## src/rraes_pkg.sv

```systemverilog
// shared types, constants and round functions of the reduced-round aes-128 engine
// no dependencies
package rraes_pkg;

	localparam int RD_W = 4;
	localparam int IDX_W = 3;

	localparam logic [IDX_W-1:0] REG_KEY_HIGH   = 3'd0;
	localparam logic [IDX_W-1:0] REG_KEY_LOW    = 3'd1;
	localparam logic [IDX_W-1:0] REG_IV_HIGH    = 3'd2;
	localparam logic [IDX_W-1:0] REG_IV_LOW     = 3'd3;
	localparam logic [IDX_W-1:0] REG_CHAIN_MODE = 3'd4;

	typedef enum logic [1:0] {ST_IDLE, ST_EXPAND, ST_RUN, ST_HOLD} state_t;

	typedef struct packed {
		logic            load;
		logic            step;
		logic            last;
		logic            finish;
		logic            kstart;
		logic            kstep;
		logic [RD_W-1:0] rd;
	} cmd_t;

	typedef logic [7:0] st_t [16];

	localparam logic [0:255][7:0] SBOX = {
		128'h637c777bf26b6fc53001672bfed7ab76, 128'hca82c97dfa5947f0add4a2af9ca472c0,
		128'hb7fd9326363ff7cc34a5e5f171d83115, 128'h04c723c31896059a071280e2eb27b275,
		128'h09832c1a1b6e5aa0523bd6b329e32f84, 128'h53d100ed20fcb15b6acbbe394a4c58cf,
		128'hd0efaafb434d338545f9027f503c9fa8, 128'h51a3408f929d38f5bcb6da2110fff3d2,
		128'hcd0c13ec5f974417c4a77e3d645d1973, 128'h60814fdc222a908846eeb814de5e0bdb,
		128'he0323a0a4906245cc2d3ac629195e479, 128'he7c8376d8dd54ea96c56f4ea657aae08,
		128'hba78252e1ca6b4c6e8dd741f4bbd8b8a, 128'h703eb5664803f60e613557b986c11d9e,
		128'he1f8981169d98e949b1e87e9ce5528df, 128'h8ca1890dbfe6426841992d0fb054bb16
	};

	localparam logic [0:255][7:0] INV_SBOX = {
		128'h52096ad53036a538bf40a39e81f3d7fb, 128'h7ce339829b2fff87348e4344c4dee9cb,
		128'h547b9432a6c2233dee4c950b42fac34e, 128'h082ea16628d924b2765ba2496d8bd125,
		128'h72f8f66486689816d4a45ccc5d65b692, 128'h6c704850fdedb9da5e154657a78d9d84,
		128'h90d8ab008cbcd30af7e45805b8b34506, 128'hd02c1e8fca3f0f02c1afbd0301138a6b,
		128'h3a9111414f67dcea97f2cfcef0b4e673, 128'h96ac7422e7ad3585e2f937e81c75df6e,
		128'h47f11a711d29c5896fb7620eaa18be1b, 128'hfc563e4bc6d279209adbc0fe78cd5af4,
		128'h1fdda8338807c731b11210592780ec5f, 128'h60517fa919b54a0d2de57a9f93c99cef,
		128'ha0e03b4dae2af5b0c8ebbb3c83539961, 128'h172b047eba77d626e169146355210c7d
	};

	function automatic logic [7:0] xt(input logic [7:0] b);
		return {b[6:0], 1'b0} ^ (b[7] ? 8'h1b : 8'h00);
	endfunction

	function automatic logic [7:0] gmul(input logic [7:0] b, input logic [3:0] f);
		logic [7:0] acc;
		logic [7:0] v;
		acc = 8'h00;
		v = b;
		for (int i = 0; i < 4; i++) begin
			if (f[i]) acc = acc ^ v;
			v = xt(v);
		end
		return acc;
	endfunction

	function automatic st_t blk_to_st(input logic [127:0] b);
		st_t s;
		for (int i = 0; i < 16; i++) s[i] = b[127-8*i -: 8];
		return s;
	endfunction

	function automatic logic [127:0] st_to_blk(input st_t s);
		logic [127:0] b;
		for (int i = 0; i < 16; i++) b[127-8*i -: 8] = s[i];
		return b;
	endfunction

	// state row r, column c takes byte r of key word c
	function automatic st_t add_key(input st_t s, input logic [127:0] k);
		st_t o;
		for (int r = 0; r < 4; r++)
			for (int c = 0; c < 4; c++)
				o[r*4+c] = s[r*4+c] ^ k[127-8*(c*4+r) -: 8];
		return o;
	endfunction

	function automatic st_t sub_bytes(input st_t s, input logic inv);
		st_t o;
		for (int i = 0; i < 16; i++) o[i] = inv ? INV_SBOX[s[i]] : SBOX[s[i]];
		return o;
	endfunction

	function automatic st_t shift_rows(input st_t s, input logic inv);
		st_t o;
		for (int r = 0; r < 4; r++)
			for (int c = 0; c < 4; c++) begin
				if (inv) o[r*4+((r+c)%4)] = s[r*4+c];
				else o[r*4+c] = s[r*4+((r+c)%4)];
			end
		return o;
	endfunction

	function automatic st_t mix_columns(input st_t s, input logic inv);
		st_t o;
		logic [3:0] m [4];
		logic [7:0] v;
		if (inv) begin
			m[0] = 4'he; m[1] = 4'hb; m[2] = 4'hd; m[3] = 4'h9;
		end else begin
			m[0] = 4'h2; m[1] = 4'h3; m[2] = 4'h1; m[3] = 4'h1;
		end
		for (int c = 0; c < 4; c++)
			for (int j = 0; j < 4; j++) begin
				v = 8'h00;
				for (int k = 0; k < 4; k++) v = v ^ gmul(s[c+k*4], m[(k+4-j)%4]);
				o[c+j*4] = v;
			end
		return o;
	endfunction

	function automatic logic [127:0] expand_round(input logic [127:0] prev,
			input logic [7:0] rcon);
		logic [7:0] p [16];
		logic [7:0] n [16];
		logic [7:0] t [4];
		logic [127:0] o;
		for (int i = 0; i < 16; i++) p[i] = prev[127-8*i -: 8];
		for (int j = 0; j < 4; j++) t[j] = SBOX[p[12+((j+1)%4)]];
		t[0] = t[0] ^ rcon;
		for (int j = 0; j < 4; j++) begin
			n[j] = p[j] ^ t[j];
			n[4+j] = p[4+j] ^ n[j];
			n[8+j] = p[8+j] ^ n[4+j];
			n[12+j] = p[12+j] ^ n[8+j];
		end
		for (int i = 0; i < 16; i++) o[127-8*i -: 8] = n[i];
		return o;
	endfunction

endpackage

```

## src/rraes_ctrl.sv

```systemverilog
// controller state machine: key expansion sequencing, round counting, result hold
// depends on rraes_pkg
module rraes_ctrl #(
	parameter int ROUND_COUNT = 4
) (
	input  logic                        clk,
	input  logic                        arst_n,
	input  logic                        cfg_we,
	input  logic [rraes_pkg::IDX_W-1:0] cfg_index,
	input  logic                        s_tvalid,
	output logic                        s_tready,
	output logic                        m_tvalid,
	input  logic                        m_tready,
	output rraes_pkg::cmd_t             cmd
);
	import rraes_pkg::*;

	state_t state_q, state_d;
	logic [RD_W-1:0] cnt_q;
	logic ov_q;
	logic kwr, free, last;

	assign kwr = cfg_we && (cfg_index == REG_KEY_HIGH || cfg_index == REG_KEY_LOW);
	assign free = !ov_q || m_tready;
	assign last = (cnt_q == RD_W'(ROUND_COUNT));

	always_comb begin
		state_d = state_q;
		unique case (state_q)
			ST_IDLE: begin
				if (kwr) state_d = ST_EXPAND;
				else if (s_tvalid) state_d = ST_RUN;
			end
			ST_EXPAND: begin
				if (!kwr && last) state_d = ST_IDLE;
			end
			ST_RUN: begin
				if (kwr) state_d = ST_EXPAND;
				else if (last) state_d = free ? ST_IDLE : ST_HOLD;
			end
			ST_HOLD: begin
				if (kwr) state_d = ST_EXPAND;
				else if (free) state_d = ST_IDLE;
			end
			default: state_d = ST_IDLE;
		endcase
	end

	always_comb begin
		s_tready   = (state_q == ST_IDLE) && !kwr;
		cmd.load   = s_tvalid && s_tready;
		cmd.kstart = kwr;
		cmd.kstep  = (state_q == ST_EXPAND) && !kwr;
		cmd.step   = (state_q == ST_RUN) && !kwr;
		cmd.last   = last;
		cmd.rd     = cnt_q;
		cmd.finish = free && !kwr
			&& (((state_q == ST_RUN) && last) || (state_q == ST_HOLD));
	end

	assign m_tvalid = ov_q;

	always_ff @(posedge clk or negedge arst_n) begin
		if (!arst_n) begin
			state_q <= ST_IDLE;
			cnt_q   <= '0;
			ov_q    <= 1'b0;
		end else begin
			state_q <= state_d;
			if (kwr || cmd.load) cnt_q <= RD_W'(1);
			else if (cmd.kstep || cmd.step) cnt_q <= cnt_q + RD_W'(1);
			if (cmd.finish) ov_q <= 1'b1;
			else if (m_tready) ov_q <= 1'b0;
		end
	end

endmodule

```

## config.mk

```make
export PLATFORM = sky130hd
export DESIGN_NAME = rraes_ctrl
export DESIGN_NICKNAME = d
export VERILOG_FILES = /design/src/rraes_pkg.sv /design/src/rraes_ctrl.sv
export SDC_FILE = /design/constraint.sdc
export NUM_CORES = 1
export LEC_CHECK = 0
export ABC_AREA = 1
export ABC_CLOCK_PERIOD_IN_PS = 2300
export BUFFER_PORTS_ARGS = -buffer_cell sky130_fd_sc_hd__clkbuf_2
export CELL_PAD_IN_SITES_DETAIL_PLACEMENT = 0
export CELL_PAD_IN_SITES_GLOBAL_PLACEMENT = 1
export CORE_MARGIN = 2
export CORE_UTILIZATION = 32
export CTS_CLUSTER_SIZE = 20
export DETAILED_ROUTE_END_ITERATION = 12
export PLACE_DENSITY = 0.86
export SLEW_MARGIN = 5
export SYNTH_ARGS = -nofsm -noshare
export SYNTH_HDL_FRONTEND = slang
export SYNTH_SLANG_ARGS = --single-unit
```

## constraint.sdc

```tcl
create_clock -name clk -period 2.3 [get_ports clk]
set_input_delay 0.345 -clock clk [delete_from_list [all_inputs] [get_ports clk]]
set_output_delay 0.345 -clock clk [all_outputs]
set_load 0.1 [all_outputs]
```

== After elaboration in Yosys (flattened, before gate mapping) ==
Index checks and enable logic that the tools add are counted.

* Bits in writable memories: 0
* Latch bits: 0
* Output and inout port bits: 12
* Register bits: 7
* Bits in read-only memories: 0
* Logic and storage cells: 47
* Memories kept: 0
* Input port bits: 8

* $lt $le $gt $ge: 0
* Equality and inequality tests: 9
* Bitwise logic cells: 0
* Multiply operators: 0
* Shift operators: 0
* Reduce and logical (&&, ||, !) cells: 21
* Add/sub/neg operators: 1
* Muxes and demuxes: 13
* Divide/modulo/power cells: 0

{| class="wikitable"
|+ Operator list
! kind !! number
|-
| 2-bit two-way mux || 8
|-
| 1-bit logical AND || 9
|-
| 3-bit != test, second input constant || 3
|-
| 4-bit two-way mux || 2
|-
| 2-bit case mux with 4 select lines || 1
|-
| 1-bit logical OR || 5
|-
| 4-bit by 1-bit adder with 4-bit output, second input constant || 1
|-
| 2-bit equality test, second input constant || 2
|-
| 4-bit by 3-bit equality test with 1-bit output, second input constant || 1
|-
| 4-bit AND reduction || 1
|-
| 2-bit nonzero test || 2
|-
| 3-bit by 1-bit equality test with 1-bit output, second input constant || 1
|-
| 3-bit zero test || 1
|-
| 2-bit by 1-bit equality test with 1-bit output, second input constant || 1
|-
| 1-bit zero test || 2
|-
| 2-bit zero test || 1
|-
| 1-bit two-way mux || 2
|-
| 2-bit != test, second input constant || 1
|}

== Depth between registers and ports, before layout ==
* Word-level depth: 8
* Depth in mapped cells: 9
* Gate-level depth less buffers: 9

== Least setup slack after synthesis ==
Ideal clock, no wire load.

* Path type: register to output
* Start point: register cnt_q[0]
* End point: output cmd[6] in the netlist's numbering
* Slack: -0.698 ns
* Arrival time: 2.653 ns
* Stages on the path, launching flop included: 7
* Data required time: 1.955 ns
* Buffers on the path: 0
* Cell sequence: dfrtp_1 -> inv_1 -> ha_1 -> nand2_1 -> nor2_1 -> nor2_1 -> nor2_1

{| class="wikitable"
|+ RTL lines
! what !! line !! source
|-
| from (decl) || rraes_ctrl.sv:19 || <nowiki>logic [RD_W-1:0] cnt_q;</nowiki>
|-
| from (signal assigned) || rraes_ctrl.sv:71 || <nowiki>else if (cmd.kstep || cmd.step) cnt_q <= cnt_q + RD_W'(1);</nowiki>
|-
| to (decl) || rraes_ctrl.sv:14 || <nowiki>output rraes_pkg::cmd_t cmd</nowiki>
|}

==> flow_metrics.py <==
metrics = {
    "sta": {
        "fin_crit_sh_pct": 91.4,
        "setup_viol": 0,
        "fmax_mhz": 476,
        "slew_violations": 0,
        "setup_tns_ns": 0,
        "relSlewSlack_pct": 63.9,
        "finalHoldViolations": 0,
        "clock_skew_ns": 0.00317,
        "worst_pin_slew_ns": 0.544,
        "period_minus_slack_ns": 2.10,
        "rsz0062_at_grt": "no",
    },
    "placed_design": {
        "hpwl_um": 802,
        "dpl.cell_count": 103,
        "numPortBuffers": 18,
        "gp_congestion": 0.752,
        "dpl_cell_area_um2": 584,
    },
    "global_routing": {
        "grt_start_max_net_pins": 8,
        "grt_overflow": 0,
        "grt_pass1_vias": 432,
        "antenna_found_initial": 0,
        "grt_pass1_wl_um": 1670,
        "grt.total_usage_pct": 12.0,
    },
    "clock_network": {
        "ctsResizeCount": 0,
        "cts_sinks": 7,
        "cts_hold_buf": 1,
        "worstSkewPairLatency_ns": 0.24,
        "clk_path_buf_depth": 2,
        "root_buffer": "clkbuf_4",
        "postCtsSetupRepairBufs": 0,
        "path_clk_slew_ns": 0.05,
        "cts_buffers": 3,
        "cts_max_level": 1,
        "cts_tree": "built",
    },
    "die": {
        "die_h_um": 42.8,
        "die_area_um2": 1830,
        "start_util_pct": 33.1,
        "core-area_um2": 1450,
        "die_w_um": 42.8,
        "fp-row-count": 14,
        "io_pins": 20,
    },
    "run": {
        "drv_cap": 0,
    },
    "final_layout": {
        "finish.instance_area_um2": 621,
        "multi_input_area_um2": 265,
        "nets": 103,
        "most-common-layout-cells": "20 x nand2_1, 18 x clkbuf_2, 9 x nand3_1, 8 x inv_1, 8 x nor2_1",
        "fin_cells": 108,
        "seqCellArea_um2": 175,
        "areaGrowthSynthToFinish_pct": 28.8,
        "drive_gt1_share_pct": 29.3,
        "antenna_cells": 0,
        "fillerInstances": 152,
        "layout_commonest_cell": "nand2_1",
    },
    "critical_path": {
        "path_common_cell": "nor2_1",
        "crit_start": "cnt_q[0]$_DFFE_PN0P_",
        "slowest_delay_ns": 0.45,
        "regToRegEndpoint": "state_q[0]$_DFFE_PN0P_",
        "cp-end-kind": "output pin",
        "cp.required_ns": 1.96,
        "critPathKind": "register to output pin",
        "rr_worst_depth": 9,
        "worstPathArrival_ns": 1.76,
        "path_max_fanout": 4,
        "cp-start-kind": "register",
        "cpMaxStageDelayCell": "clkbuf_2",
        "reg2reg_from": "cnt_q[0]$_DFFE_PN0P_",
        "cp_cell_sequence": "inv_1 -> ha_1 -> nand2_1 -> nor2_1 -> nor2_1 -> nor2_2 -> clkbuf_2",
        "rrSetupSlack_ns": 0.96,
        "worstSetupEndpoint": "cmd[6]",
    },
    "synthesis": {
        "syn_area_um2": 482,
        "synthXorXnorAreaFrac_pct": 1.82,
        "synth_compound_area_share_pct": 6.23,
        "yosysUniqueCellTypes": 16,
        "synthSimpleGateAreaFrac_pct": 40.3,
        "syn-num-nets": 81,
        "syn_area_per_cell_um2": 6.78,
        "synth_warnings": 0,
        "synth_top_family_by_area": "simple AND/OR/NAND/NOR gates",
        "ys_seq_elements": 7,
        "synth_mux_area_share_pct": 0,
        "synth_cells": 71,
        "synth-seq-area-share_pct": 36.4,
        "synth-adder-area-share_pct": 5.19,
    },
    "routing": {
        "routed_wl_um": 950,
        "avgViaCountPerCell": 4.48,
        "route.vias.total": 484,
        "avgRoutedWirePerCell_um": 8.80,
        "postRouteAntennaNets": 0,
        "post-route-drc-count": 0,
        "dr.pass1.iters": 2,
        "drtIter0Drc": 6,
    },
    "hold_path": {
        "hold_path_class": "input port to register",
        "hold_start": "m_tready",
    },
    "outcome": {
        "status": "complete, no violations",
    },
}
-- cell type report --
type                    count  area share, %
multi-input cells          53           42.7
flip-flops and latches      7           28.2
inverters                   9           5.44
clock buffers               4           4.23
well taps                  16           3.23
repair buffers             19           16.1
-- kinds of logic after synthesis --
logic type               count (synthesis)
AO/OA/AOI/OAI                            6
XOR/XNOR                                 1
adder cells (fa/ha/maj)                  2
buffers and inverters                   11
flip-flops                               7
AND/OR/NAND/NOR                         44
-- registers in the layout (all words and copies together) (netlist names) --
signal,cells
cnt_q,4
state_q,2
m_tvalid,1
-- cell usage after synthesis --
cell	count	area (µm²)
o21ai_1	1	5.00
buf_4	2	15.0
ha_1	2	25.0
nand2_1	20	75.1
nor3_1	2	10.0
or2_1	1	6.26
o21ai_0	2	10.0
xor2_1	1	8.76
inv_2	1	3.75
nand3_1	9	45.0
inv_1	8	30.0
nand2_2	2	12.5
a21oi_1	3	15.0
dfrtp_1	7	175
nand2_4	1	11.3
nor2_1	9	33.8
-- per-layer routing --
layer  track usage, %  wire, µm  share of wire [%]  vias to the layer above
li1                 -         -                  -                      265
met1             15.1       460                 48                      214
met2             19.1       456                 48                        5
met3             2.98        32                3.4                        0
met4             5.63         0                  0                        0
met5                0         0                  0                        -
-- per-stage QoR --
step                      setup WS [ns]  utilization (%)  hold slack (ns)
after floorplan                  -0.249                -           0.0494
after global placement            0.439             40.2            0.183
after detailed placement          0.434             40.2            0.184
after CTS                         0.161             42.7            0.434
after global routing             0.0395             42.7            0.470
final                             0.198             42.7            0.426
-- critical path, delay by kind of cell, from the launching register on --
kind	cells	cell delay, ns
buffers and inverters	2	0.54
AND/OR/NAND/NOR	4	0.41
flip-flops	1	0.41
adder cells (fa/ha/maj)	1	0.15
-- how the worst min path moves through the flow --
stage | end | slack [ns] | depth (start not counted)
6_report | m_tvalid$_DFFE_PN0P_ | 0.43 | 4
5_1_grt | state_q[0]$_DFFE_PN0P_ | 0.47 | 2
2_1_floorplan | cnt_q[0]$_DFFE_PN0P_ | 0.05 | 0
4_1_cts | m_tvalid$_DFFE_PN0P_ | 0.43 | 4
3_3_place_gp | cnt_q[0]$_DFFE_PN0P_ | 0.18 | 1
3_5_place_dp | cnt_q[0]$_DFFE_PN0P_ | 0.18 | 1
Power is not shown: default switching activity piles up to over one toggle a cycle in this logic, so the estimate is an artifact.
